File: src/rtl/assert_macros.svh
// Assertion helper macros for the CABAC encoder RTL.
// Included by files that carry concurrent checks; no other dependencies.
`ifndef ASSERT_MACROS_SVH
`define ASSERT_MACROS_SVH

`ifndef SYNTHESIS

// Implication check: when ante holds at a clock edge, cons must hold too.
`define ASSERT_IMPL(lbl, clk, rstn, ante, cons) \
  lbl: assert property (@(posedge clk) disable iff (!rstn) (ante) |-> (cons)) \
    else $error("%m: implication check failed");

// Condition that must never be seen at a clock edge.
`define ASSERT_NEVER(lbl, clk, rstn, expr) \
  lbl: assert property (@(posedge clk) disable iff (!rstn) !(expr)) \
    else $error("%m: forbidden condition seen");

`else

`define ASSERT_IMPL(lbl, clk, rstn, ante, cons)
`define ASSERT_NEVER(lbl, clk, rstn, expr)

`endif

`endif

File: src/rtl/cabac_enc_pkg.sv
// Shared types, constants and LPS range table for the CABAC encoder.
// No dependencies; imported by all CABAC encoder modules.
`default_nettype none

package cabac_enc_pkg;

  // Input mode codes
  localparam logic [2:0] MODE_START = 3'd0;
  localparam logic [2:0] MODE_REG   = 3'd1;
  localparam logic [2:0] MODE_BYP   = 3'd2;
  localparam logic [2:0] MODE_TERM  = 3'd3;
  localparam logic [2:0] MODE_FIN   = 3'd4;

  // Working low register: 12-bit entry value plus up to 8 doublings
  localparam int LOW_W = 20;

  localparam logic [8:0]  RANGE_RESET = 9'd510;
  localparam logic [8:0]  RANGE_TERM  = 9'd2;
  localparam logic [3:0]  BR_RESET    = 4'd9;
  localparam logic [3:0]  BYTE_BITS   = 4'd8;

  localparam logic [LOW_W-1:0] LOW_QTR  = LOW_W'(256);
  localparam logic [LOW_W-1:0] LOW_HALF = LOW_W'(512);
  localparam logic [LOW_W-1:0] LOW_FULL = LOW_W'(1024);

  // Result buffer
  localparam int RB_DEPTH = 34;
  localparam int RB_AW    = $clog2(RB_DEPTH);
  localparam int RB_CW    = $clog2(RB_DEPTH + 1);

  // Packer control from the sequencer
  typedef struct packed {
    logic clr;
    logic put;
    logic bit_val;
    logic flush;
  } pk_ctl_t;

  // Byte request from the packer into the result buffer
  typedef struct packed {
    logic       valid;
    logic [7:0] value;
    logic [3:0] count;
  } emit_t;

  // Result buffer control from the sequencer
  typedef struct packed {
    logic clr;
    logic start;
    logic ovf;
  } rb_ctl_t;

  // LPS range table, indexed [state][range quarter]
  localparam logic [7:0] LPS_TAB [64][4] = '{
    '{128,176,208,240}, '{128,167,197,227}, '{128,158,187,216}, '{123,150,178,205},
    '{116,142,169,195}, '{111,135,160,185}, '{105,128,152,175}, '{100,122,144,166},
    '{95,116,137,158},  '{90,110,130,150},  '{85,104,123,142},  '{81,99,117,135},
    '{77,94,111,128},   '{73,89,105,122},   '{69,85,100,116},   '{66,80,95,110},
    '{62,76,90,104},    '{59,72,86,99},     '{56,69,81,94},     '{53,65,77,89},
    '{51,62,73,85},     '{48,59,69,80},     '{46,56,66,76},     '{43,53,63,72},
    '{41,50,59,69},     '{39,48,56,65},     '{37,45,54,62},     '{35,43,51,59},
    '{33,41,48,56},     '{32,39,46,53},     '{30,37,43,50},     '{29,35,41,48},
    '{27,33,39,45},     '{26,31,37,43},     '{24,30,35,41},     '{23,28,33,39},
    '{22,27,32,37},     '{21,26,30,35},     '{20,24,29,33},     '{19,23,27,31},
    '{18,22,26,30},     '{17,21,25,28},     '{16,20,23,27},     '{15,19,22,25},
    '{14,18,21,24},     '{14,17,20,23},     '{13,16,19,22},     '{12,15,18,21},
    '{12,14,17,20},     '{11,14,16,19},     '{11,13,15,18},     '{10,12,15,17},
    '{10,12,14,16},     '{9,11,13,15},      '{9,11,12,14},      '{8,10,12,14},
    '{8,9,11,13},       '{7,9,11,12},       '{7,9,10,12},       '{7,8,10,11},
    '{6,8,9,11},        '{6,7,9,10},        '{6,7,8,9},         '{2,2,2,2}
  };

endpackage

`default_nettype wire

File: src/rtl/cabac_enc_pack.sv
// Bit packer: shifts coded bits in MSB first and requests full or partial bytes.
// Depends on cabac_enc_pkg.
`default_nettype none

module cabac_enc_pack (
  input  wire                    clk,
  input  wire                    rst_n,
  input  cabac_enc_pkg::pk_ctl_t ctl,
  output cabac_enc_pkg::emit_t   emit
);
  import cabac_enc_pkg::*;

  logic [8:0] acc_r,  acc_nxt;
  logic [3:0] br_r,   br_nxt;
  logic [8:0] acc_sh;
  logic [3:0] part_n;
  logic [8:0] part_mask;
  logic [8:0] part_val;

  // 9 free slots at start: the first coded bit falls off the top
  assign acc_sh    = {acc_r[7:0], ctl.bit_val};
  assign part_n    = BYTE_BITS - br_r;
  assign part_mask = (9'd1 << part_n) - 9'd1;
  assign part_val  = acc_r & part_mask;

  always_comb begin
    acc_nxt    = acc_r;
    br_nxt     = br_r;
    emit.valid = 1'b0;
    emit.value = acc_sh[7:0];
    emit.count = BYTE_BITS;
    if (ctl.clr) begin
      acc_nxt = '0;
      br_nxt  = BR_RESET;
    end else if (ctl.put) begin
      if (br_r <= 4'd1) begin
        emit.valid = 1'b1;
        acc_nxt    = '0;
        br_nxt     = BYTE_BITS;
      end else begin
        acc_nxt = acc_sh;
        br_nxt  = br_r - 4'd1;
      end
    end else if (ctl.flush) begin
      emit.valid = (br_r < BYTE_BITS);
      emit.value = part_val[7:0];
      emit.count = part_n;
    end
  end

  always_ff @(posedge clk) begin
    if (!rst_n) begin
      acc_r <= '0;
      br_r  <= BR_RESET;
    end else begin
      acc_r <= acc_nxt;
      br_r  <= br_nxt;
    end
  end

endmodule

`default_nettype wire

File: src/rtl/cabac_enc_rbuf.sv
// Result buffer: collects the bytes of one request, then drains them with last/overflow.
// Depends on cabac_enc_pkg.
`default_nettype none

module cabac_enc_rbuf (
  input  wire                    clk,
  input  wire                    rst_n,
  input  cabac_enc_pkg::rb_ctl_t ctl,
  input  cabac_enc_pkg::emit_t   emit,
  output logic                   busy,
  output logic                   out_valid,
  input  wire                    out_ready,
  output logic [7:0]             out_byte_value,
  output logic [3:0]             out_bit_count,
  output logic                   out_last,
  output logic                   out_overflow
);
  import cabac_enc_pkg::*;

  logic [11:0]      mem [RB_DEPTH];
  logic [11:0]      rdata_r;
  logic [RB_CW-1:0] cnt_r;
  logic [RB_CW-1:0] rd_r;
  logic             drain_r;
  logic             pend_r;
  logic             ovf_r;
  logic             wr_en;
  logic             issue;
  logic             load;
  logic             take;

  // Bytes past the buffer depth are dropped
  assign wr_en = emit.valid && (cnt_r < RB_CW'(RB_DEPTH));
  assign take  = !out_valid || out_ready;
  assign issue = drain_r && !pend_r && (rd_r != cnt_r);
  assign load  = pend_r && take;
  assign busy  = drain_r && ((rd_r != cnt_r) || pend_r);

  always_ff @(posedge clk) begin
    if (wr_en) begin
      mem[cnt_r[RB_AW-1:0]] <= {emit.value, emit.count};
    end
    if (issue) begin
      rdata_r <= mem[rd_r[RB_AW-1:0]];
    end
  end

  always_ff @(posedge clk) begin
    if (!rst_n) begin
      cnt_r     <= '0;
      rd_r      <= '0;
      drain_r   <= 1'b0;
      pend_r    <= 1'b0;
      out_valid <= 1'b0;
    end else begin
      if (ctl.clr) begin
        cnt_r   <= '0;
        rd_r    <= '0;
        drain_r <= 1'b0;
        pend_r  <= 1'b0;
      end else begin
        if (wr_en) begin
          cnt_r <= cnt_r + RB_CW'(1);
        end
        if (ctl.start) begin
          drain_r <= 1'b1;
          ovf_r   <= ctl.ovf;
        end
        if (issue) begin
          rd_r   <= rd_r + RB_CW'(1);
          pend_r <= 1'b1;
        end else if (load) begin
          pend_r <= 1'b0;
        end
      end
      if (load) begin
        out_valid      <= 1'b1;
        out_byte_value <= rdata_r[11:4];
        out_bit_count  <= rdata_r[3:0];
        out_last       <= (rd_r == cnt_r);
        out_overflow   <= ovf_r;
      end else if (out_ready) begin
        out_valid <= 1'b0;
      end
    end
  end

endmodule

`default_nettype wire

File: src/rtl/cabac_binary_arith_encoder_top.sv
// CABAC binary arithmetic encoder top level: sequencer, low/range state, shared
// renormalization step unit. Depends on cabac_enc_pkg, cabac_enc_pack, cabac_enc_rbuf.
//
//   channel | ports                                          | dir
//   --------+------------------------------------------------+-----
//   in      | in_valid/in_ready, mode, bin, ctx_state, mps   | in
//   out     | out_valid/out_ready, byte_value, bit_count,    | out
//           | last, overflow                                 |
//
// Steps: a request is taken in S_IDLE. S_EXEC then sets up low/range (start and
// unused modes return to idle there); then S_RENORM shifts range and low until
// range is normalized, with a final range check, or S_BYP makes the bypass decision;
// S_FOLLOW emits outstanding bits, S_FIN1 to S_FIN3 finish, and S_DONE hands the
// bytes to the buffer. The shared step unit (compare, subtract, shift of the
// working low) and the one-bit-per-cycle packer do the work of these states.
// Result bytes drain from the buffer one at a time, each loaded into the output
// register before the next is read; the next request is taken once the last
// byte has been read into the output register. Reset is synchronous and needs no
// clearing pass. Output stalls hold the drain and the next request, never coder state.
`default_nettype none
`include "assert_macros.svh"

module cabac_binary_arith_encoder_top #(
  parameter int OUTSTANDING_WIDTH = 8
) (
  input  wire        clk,
  input  wire        rst_n,
  input  wire        in_valid,
  output logic       in_ready,
  input  wire  [2:0] in_mode,
  input  wire        in_bin,
  input  wire  [5:0] in_ctx_state,
  input  wire        in_ctx_mps,
  output logic       out_valid,
  input  wire        out_ready,
  output logic [7:0] out_byte_value,
  output logic [3:0] out_bit_count,
  output logic       out_last,
  output logic       out_overflow
);
  import cabac_enc_pkg::*;

  localparam logic [OUTSTANDING_WIDTH-1:0] OB_MAX = {OUTSTANDING_WIDTH{1'b1}};
  localparam logic [OUTSTANDING_WIDTH-1:0] OB_ONE = OUTSTANDING_WIDTH'(1);

  typedef enum logic [3:0] {
    S_IDLE, S_EXEC, S_RENORM, S_BYP, S_FOLLOW, S_FIN1, S_FIN2, S_FIN3, S_DONE
  } state_t;

  state_t                       state_r, state_nxt;
  state_t                       ret_r,   ret_nxt;
  logic [2:0]                   mode_r,  mode_nxt;
  logic                         bin_r,   bin_nxt;
  logic [5:0]                   st_r,    st_nxt;
  logic                         mps_r,   mps_nxt;
  logic [10:0]                  low_r,   low_nxt;
  logic [8:0]                   range_r, range_nxt;
  logic [LOW_W-1:0]             wl_r,    wl_nxt;
  logic [OUTSTANDING_WIDTH-1:0] ob_r,    ob_nxt;
  logic                         ovf_r,   ovf_nxt;
  logic                         fb_r,    fb_nxt;

  pk_ctl_t pk_ctl;
  emit_t   emit;
  rb_ctl_t rb_ctl;
  logic    rb_busy;

  // Interval split
  logic [7:0]       lps;
  logic [8:0]       rmps;
  logic [8:0]       rterm;
  logic             lps_path;

  // Shared step unit: decide bit / outstanding, subtract, shift
  logic             is_byp;
  logic [LOW_W-1:0] thr_hi, thr_mid, amt, diff, diff_sh;
  logic             ge_hi, lt_mid, do_bump;

  assign lps      = LPS_TAB[st_r][range_r[7:6]];
  assign rmps     = range_r - {1'b0, lps};
  assign rterm    = range_r - RANGE_TERM;
  assign lps_path = (bin_r != mps_r);

  // Bypass compares the doubled low against doubled thresholds, no shift after
  assign is_byp  = (state_r == S_BYP);
  assign thr_hi  = is_byp ? LOW_FULL : LOW_HALF;
  assign thr_mid = is_byp ? LOW_HALF : LOW_QTR;
  assign ge_hi   = (wl_r >= thr_hi);
  assign lt_mid  = (wl_r < thr_mid);
  assign amt     = ge_hi ? thr_hi : (lt_mid ? '0 : thr_mid);
  assign diff    = wl_r - amt;
  assign diff_sh = {diff[LOW_W-2:0], 1'b0};

  assign in_ready = (state_r == S_IDLE) && !rb_busy;

  always_comb begin
    state_nxt = state_r;
    ret_nxt   = ret_r;
    mode_nxt  = mode_r;
    bin_nxt   = bin_r;
    st_nxt    = st_r;
    mps_nxt   = mps_r;
    low_nxt   = low_r;
    range_nxt = range_r;
    wl_nxt    = wl_r;
    ob_nxt    = ob_r;
    ovf_nxt   = ovf_r;
    fb_nxt    = fb_r;
    pk_ctl    = '0;
    rb_ctl    = '0;
    do_bump   = 1'b0;

    case (state_r)
      S_IDLE: begin
        if (in_valid && in_ready) begin
          mode_nxt   = in_mode;
          bin_nxt    = in_bin;
          st_nxt     = in_ctx_state;
          mps_nxt    = in_ctx_mps;
          rb_ctl.clr = 1'b1;
          state_nxt  = S_EXEC;
        end
      end

      S_EXEC: begin
        case (mode_r)
          MODE_START: begin
            low_nxt    = '0;
            range_nxt  = RANGE_RESET;
            ob_nxt     = '0;
            ovf_nxt    = 1'b0;
            pk_ctl.clr = 1'b1;
            state_nxt  = S_IDLE;
          end
          MODE_REG: begin
            wl_nxt    = LOW_W'(low_r) + (lps_path ? LOW_W'(rmps) : '0);
            range_nxt = lps_path ? {1'b0, lps} : rmps;
            state_nxt = S_RENORM;
          end
          MODE_BYP: begin
            wl_nxt    = LOW_W'({low_r, 1'b0}) + (bin_r ? LOW_W'(range_r) : '0);
            state_nxt = S_BYP;
          end
          MODE_TERM: begin
            wl_nxt    = LOW_W'(low_r) + (bin_r ? LOW_W'(rterm) : '0);
            range_nxt = bin_r ? RANGE_TERM : rterm;
            state_nxt = S_RENORM;
          end
          MODE_FIN: begin
            state_nxt = S_FIN1;
          end
          default: begin
            state_nxt = S_IDLE;
          end
        endcase
      end

      S_RENORM: begin
        if (range_r[8]) begin
          low_nxt   = wl_r[10:0];
          state_nxt = S_DONE;
        end else begin
          range_nxt = {range_r[7:0], 1'b0};
          wl_nxt    = diff_sh;
          if (ge_hi || lt_mid) begin
            pk_ctl.put     = 1'b1;
            pk_ctl.bit_val = ge_hi;
            fb_nxt         = ge_hi;
            ret_nxt        = S_RENORM;
            state_nxt      = (ob_r != '0) ? S_FOLLOW : S_RENORM;
          end else begin
            do_bump = 1'b1;
          end
        end
      end

      S_BYP: begin
        low_nxt = diff[10:0];
        if (ge_hi || lt_mid) begin
          pk_ctl.put     = 1'b1;
          pk_ctl.bit_val = ge_hi;
          fb_nxt         = ge_hi;
          ret_nxt        = S_DONE;
          state_nxt      = (ob_r != '0) ? S_FOLLOW : S_DONE;
        end else begin
          do_bump   = 1'b1;
          state_nxt = S_DONE;
        end
      end

      // Outstanding bits: inverse of the resolved bit, one per cycle
      S_FOLLOW: begin
        pk_ctl.put     = 1'b1;
        pk_ctl.bit_val = ~fb_r;
        ob_nxt         = ob_r - OB_ONE;
        if (ob_r == OB_ONE) begin
          state_nxt = ret_r;
        end
      end

      S_FIN1: begin
        pk_ctl.put     = 1'b1;
        pk_ctl.bit_val = low_r[9];
        fb_nxt         = low_r[9];
        ret_nxt        = S_FIN2;
        state_nxt      = (ob_r != '0) ? S_FOLLOW : S_FIN2;
      end

      S_FIN2: begin
        pk_ctl.put     = 1'b1;
        pk_ctl.bit_val = low_r[8];
        state_nxt      = S_FIN3;
      end

      S_FIN3: begin
        pk_ctl.flush = 1'b1;
        state_nxt    = S_DONE;
      end

      S_DONE: begin
        rb_ctl.start = 1'b1;
        rb_ctl.ovf   = ovf_r;
        state_nxt    = S_IDLE;
      end

      default: begin
        state_nxt = S_IDLE;
      end
    endcase

    // Saturating outstanding counter with sticky overflow
    if (do_bump) begin
      if (ob_r == OB_MAX) begin
        ovf_nxt = 1'b1;
      end else begin
        ob_nxt = ob_r + OB_ONE;
      end
    end
  end

  always_ff @(posedge clk) begin
    if (!rst_n) begin
      state_r <= S_IDLE;
      ret_r   <= S_DONE;
      low_r   <= '0;
      range_r <= RANGE_RESET;
      ob_r    <= '0;
      ovf_r   <= 1'b0;
    end else begin
      state_r <= state_nxt;
      ret_r   <= ret_nxt;
      low_r   <= low_nxt;
      range_r <= range_nxt;
      ob_r    <= ob_nxt;
      ovf_r   <= ovf_nxt;
    end
    mode_r <= mode_nxt;
    bin_r  <= bin_nxt;
    st_r   <= st_nxt;
    mps_r  <= mps_nxt;
    wl_r   <= wl_nxt;
    fb_r   <= fb_nxt;
  end

  cabac_enc_pack u_pack (
    .clk  (clk),
    .rst_n(rst_n),
    .ctl  (pk_ctl),
    .emit (emit)
  );

  cabac_enc_rbuf u_rbuf (
    .clk           (clk),
    .rst_n         (rst_n),
    .ctl           (rb_ctl),
    .emit          (emit),
    .busy          (rb_busy),
    .out_valid     (out_valid),
    .out_ready     (out_ready),
    .out_byte_value(out_byte_value),
    .out_bit_count (out_bit_count),
    .out_last      (out_last),
    .out_overflow  (out_overflow)
  );

  // Range never collapses to zero, or renormalization would not end
  `ASSERT_NEVER(a_range_nonzero, clk, rst_n, range_r == '0)
  // Follower loop is only entered with bits pending
  `ASSERT_IMPL(a_follow_pending, clk, rst_n, state_r == S_FOLLOW, ob_r != '0)
  // No byte request outside request processing
  `ASSERT_NEVER(a_no_emit_idle, clk, rst_n, (state_r == S_IDLE) && emit.valid)

endmodule

`default_nettype wire
File: config.mk
export PLATFORM = sky130hd
export DESIGN_NAME = cabac_binary_arith_encoder_top
export DESIGN_NICKNAME = d
export VERILOG_FILES = /design/src/rtl/cabac_enc_pkg.sv /design/src/rtl/cabac_enc_pack.sv /design/src/rtl/cabac_enc_rbuf.sv /design/src/rtl/cabac_binary_arith_encoder_top.sv
export VERILOG_INCLUDE_DIRS = /design/src /design/src/rtl
export SDC_FILE = /design/constraint.sdc
export NUM_CORES = 1
export LEC_CHECK = 0
export BUFFER_PORTS_ARGS = -buffer_cell sky130_fd_sc_hd__buf_2
export CAP_MARGIN = 20
export CORE_MARGIN = 2
export CORE_UTILIZATION = 60
export DETAILED_ROUTE_END_ITERATION = 10
export PLACE_DENSITY = 0.86
export SYNTH_ARGS = -nofsm -noshare
export SYNTH_HDL_FRONTEND = slang
export SYNTH_SLANG_ARGS = --single-unit
File: constraint.sdc
create_clock -name clk -period 15.5 [get_ports clk]
set_clock_uncertainty 0.05 [all_clocks]
set_input_delay 3.1 -clock clk [delete_from_list [all_inputs] [get_ports clk]]
set_output_delay 3.1 -clock clk [all_outputs]
set_load 0.05 [all_outputs]
==> summary.md <==
| Metric | Value |
|---|---|
| Antenna violations before repair | `3` |
| Arrival time of data at the critical path endpoint | `roughly 7200 ps` |
| Tightest Hold Check Type | `reg2reg` |
| Minimum clock period after layout | `6970 ps` |
| Run status | `completed` |
| Data required time of the worst path | `~16000 ps` |
| Worst setup path startpoint | `st_r[1]$_DFFE_PP_` |
| Sequential fraction of design power | `between 40% and 50%` |
| Clock latency at the later pin of the worst-skew pair | `~590 ps` |
| Synth warn | `0` |
| Count of nets left with antenna violations after detail routing | `0` |
| Weighted congestion reported at the end of routability-driven placement | `between 0.9 and 1` |
| Number of flops mapped to enable cells by yosys | `467` |
| Worst Setup End Kind | `register` |
| Worst reg2reg path startpoint | `st_r[1]$_DFFE_PP_` |
| Leading area contributor after synthesis | `edfxtp_1` |
| Inserted Clock Buffers | `50` |
| Number of inserted filler cells in the final layout | `~2700` |
| Mapped Nets | `around 2000` |
| Leak | `between 9 and 10 nW` |
| Count of routing violations after the opening detailed-route iteration | `between 3000 and 4000` |
| Final nets | `2018` |
| Depth of the worst register-to-register path | `23` |
| Largest net degree at the start of global routing | `86` |
| Seq cells post-synth | `530` |
| Hold Fails Final Rpt | `0` |
| Die height | `between 200 and 250 um` |
| Logic gate share of total power | `10.9%` |
| Switching Power | `0.796 mW` |
| Crit start category | `register` |
| CTS root buffer | `clkbuf_16` |
| Multi-input gate area | `roughly 10000 sq um` |
| Start-to-end type of the worst setup path | `reg2reg` |
| Drt wl/cell | `just under 30 um` |
| Post-Syn Area per Cell | `13.4 sq um` |
| Worst-path maximum fanout | `21` |
| Setup violation total in the final timing report | `0` |
| Syn Inst Count | `between 1500 and 2000` |
| Row Count | `between 70 and 80` |
| Top-area cell type share of the netlist area | `54.4%` |
| VDD IR-drop max | `roughly 0.00011 V` |
| TritonCTS clock tree | `done` |
| Number of max-capacitance violations reported | `0` |
| Initial cell density of the core | `61.1%` |
| Mapped Area | `25800 sq um` |
| Die X-Extent | `~210 um` |
| Area of all placed cells without fillers | `~28000 sq um` |
| DR DRC count | `0` |
| Most common cell in the netlist | `edfxtp_1` |
| Post-CTS setup-driven buffer insertion count | `0` |
| Total negative slack for setup checks | `0 ps` |
| Remaining Overflow, GRT | `0` |
| Total Die Area | `44700 sq um` |
| Number of vias per cell after detailed routing | `7.29` |
| Fraction of layout instances using a drive strength above 1 | `16.3%` |
| Total power density per cell area | `roughly 110 nW/um^2` |
| Endpoint of the most critical register-to-register path | `wl_r[9]$_DFFE_PP_` |
| Flip-flop and latch area | `15300 sq um` |
| Fmax | `143 MHz` |
| Net switching fraction of the power | `about a quarter` |
| Quantity of I/O buffers inserted on ports | `30` |
| Share of async-settable or async-resettable flops after synthesis | `0%` |
| Register-to-register setup slack | `8530 ps` |
| Resize count post-CTS | `0` |
| Number of pins with negative max-slew slack in the final report | `0` |
| Level count of the clock H-tree | `2` |
| Number of vias in the routed layout | `between 15000 and 20000` |
| Max Buffers Root-to-Sink | `3` |
| Slew of the pin with the lowest slew margin | `~1300 ps` |
| Relative slew margins | `13.3%` |
| Dpl cell area | `26400 sq um` |
| Sink count of the clock tree | `530` |
| First drt pass iteration count | `6` |
| Area added between synthesis and finish | `9.93%` |
| Most used DFF post-synth | `edfxtp_1` |
| Register clock-pin slew on the reported worst setup and hold paths | `roughly 60 ps` |
| Period utilization | `45.0%` |
| Internal | `between 2 and 2.5 mW` |
| Total Routed Length | `~74000 um` |
| Number of global-route vias before repair | `around 18000` |
| Leading cell types by total area after synthesis | `edfxtp_1, mux4_2, dfxtp_1` |
| Proportion of power drawn by the clock network | `39.6%` |
| Core Box Area | `between 40000 and 50000 sq um` |
| Global-route wire length before repair | `110000 um` |
| RSZ-0062 raised after global routing | `false` |
| Synth cell count leaders | `edfxtp_1, nor2_1, nand2_1, mux4_2, a21oi_1` |
| Global router's overall resource usage | `32.7%` |
| HPWL after detailed placement | `between 40000 and 50000 um` |
| # hold bufs at CTS | `0` |
| IO Pins | `31` |
| Yosys cell types | `81` |
| Crit path capture | `wl_r[9]$_DFFE_PP_` |
| Sequential cell area fraction in the yosys report | `around three fifths` |
worst min path at each step:
stage	slack, ps	to	cells after the start	startpoint
6_report	370	u_rbuf.out_bit_count[0]$_DFFE_PP_	0	u_rbuf.rdata_r[0]$_DFFE_PP_
5_1_grt	370	u_rbuf.out_bit_count[0]$_DFFE_PP_	0	u_rbuf.rdata_r[0]$_DFFE_PP_
4_1_cts	370	u_rbuf.out_bit_count[0]$_DFFE_PP_	0	u_rbuf.rdata_r[0]$_DFFE_PP_
3_5_place_dp	360	u_rbuf.out_bit_count[0]$_DFFE_PP_	0	u_rbuf.rdata_r[0]$_DFFE_PP_
3_3_place_gp	350	u_rbuf.out_bit_count[0]$_DFFE_PP_	0	u_rbuf.rdata_r[0]$_DFFE_PP_
2_1_floorplan	350	u_rbuf.out_bit_count[0]$_DFFE_PP_	0	u_rbuf.rdata_r[0]$_DFFE_PP_
registers in the layout (all words and copies together), names as in the netlist, 3 cells and up:
register and flops:
low_r 11, mode_r 3, ob_r 8, range_r 9
ret_r 3, st_r 6, state_r 4, u_pack.acc_r 8
u_pack.br_r 4, u_rbuf.cnt_r 6, u_rbuf.mem 408, u_rbuf.out_bit_count 4
u_rbuf.out_byte_value 8, u_rbuf.rd_r 6, u_rbuf.rdata_r 12, wl_r 20
stage by stage:
stage	power [mW]	hold WS [ps]	cells	worst slack (ps)	util [%]
floorplan	1.84	350	1927	10270	-
global placement	1.93	354	2401	8970	62.4
detailed placement	1.93	356	2408	8770	62.6
CTS	3.16	369	2502	8750	66.5
global route	3.25	374	2518	7980	67.1
finish	3.17	368	2519	8530	67.1
final cells by class:
type,count,area share [%]
Antenna cell,1,0.00883
Clock buffer,69,4.78
Clock inverter,25,1.05
Inverter,36,0.477
Multi-Input combinational cell,1236,35.0
Sequential cell,530,53.9
Tap cell,539,2.38
Timing Repair Buffer,83,2.36
placed cells by master, fill, tap and decap left out, drive strengths merged, types with 9 or more instances in the layout:
cell,count
nor2,148
nor2b,43
a21boi,13
o21a,14
and2,30
o22ai,26
clkinv,14
buf,82
a211oi,32
or3,10
xnor2,30
inv,39
o311ai,10
edfxtp,467
a31oi,14
mux4,124
or2,9
a211o,9
a21oi,94
nand2,135
clkbuf,70
o211ai,14
nor3,42
dfxtp,63
mux2i,22
and3,10
nand4,11
xor2,24
o21ai,87
ha,62
o31ai,10
a21o,10
nand3,51
nand2b,35
logic make-up (layout without fill, tap and decap cells):
logic type / after synthesis / after routing / share of synthesized area, %
muxes: 151 / 151 / 11.9
DFF: 530 / 530 / 59.3
xor gates and xnor gates: 54 / 54 / 1.83
buffers and inverters: 161 / 213 / 2.51
AOI/OAI and AO/OA: 408 / 408 / 10.6
and+or+nand+nor: 557 / 557 / 10.6
other: 0 / 1 / 0
adders and majority gates: 66 / 66 / 3.32
critical path, stage by stage (launching register included):
cell and delay [ps]:
edfxtp_1 870, inv_1 410, ha_1 560, o311ai_0 500, a21oi_1 120, nor4_1 550, a311o_1 250, nor2_1 50
a21oi_1 200, ha_1 200, fa_1 210, nor2b_1 50, o21ai_0 240, a21oi_1 160, o41ai_1 590, xnor2_1 190
o22ai_1 120, ha_1 300, a21oi_1 200, nand2_1 70, o21ai_0 330, xor2_1 200, o22ai_1 100, o21bai_1 160
metal layers:
metal	wire, um	up-vias	track usage [%]
met1	26900	9060	43.5
met4	4100	4	14.0
met5	32	-	0
met3	7730	330	5.92
li1	-	7500	-
met2	35400	1474	53.6
power groups by stage:
stage                     sequential, mW  clock, mW  combinational [mW]
after CTS                           1.57       1.26               0.334
after floorplan                     1.59          0               0.254
after global routing                1.57       1.30               0.375
final                               1.57       1.26               0.345
after global placement              1.60          0               0.325
after detailed placement            1.60          0               0.330
Note: power is estimated with default switching activity, not from simulation.
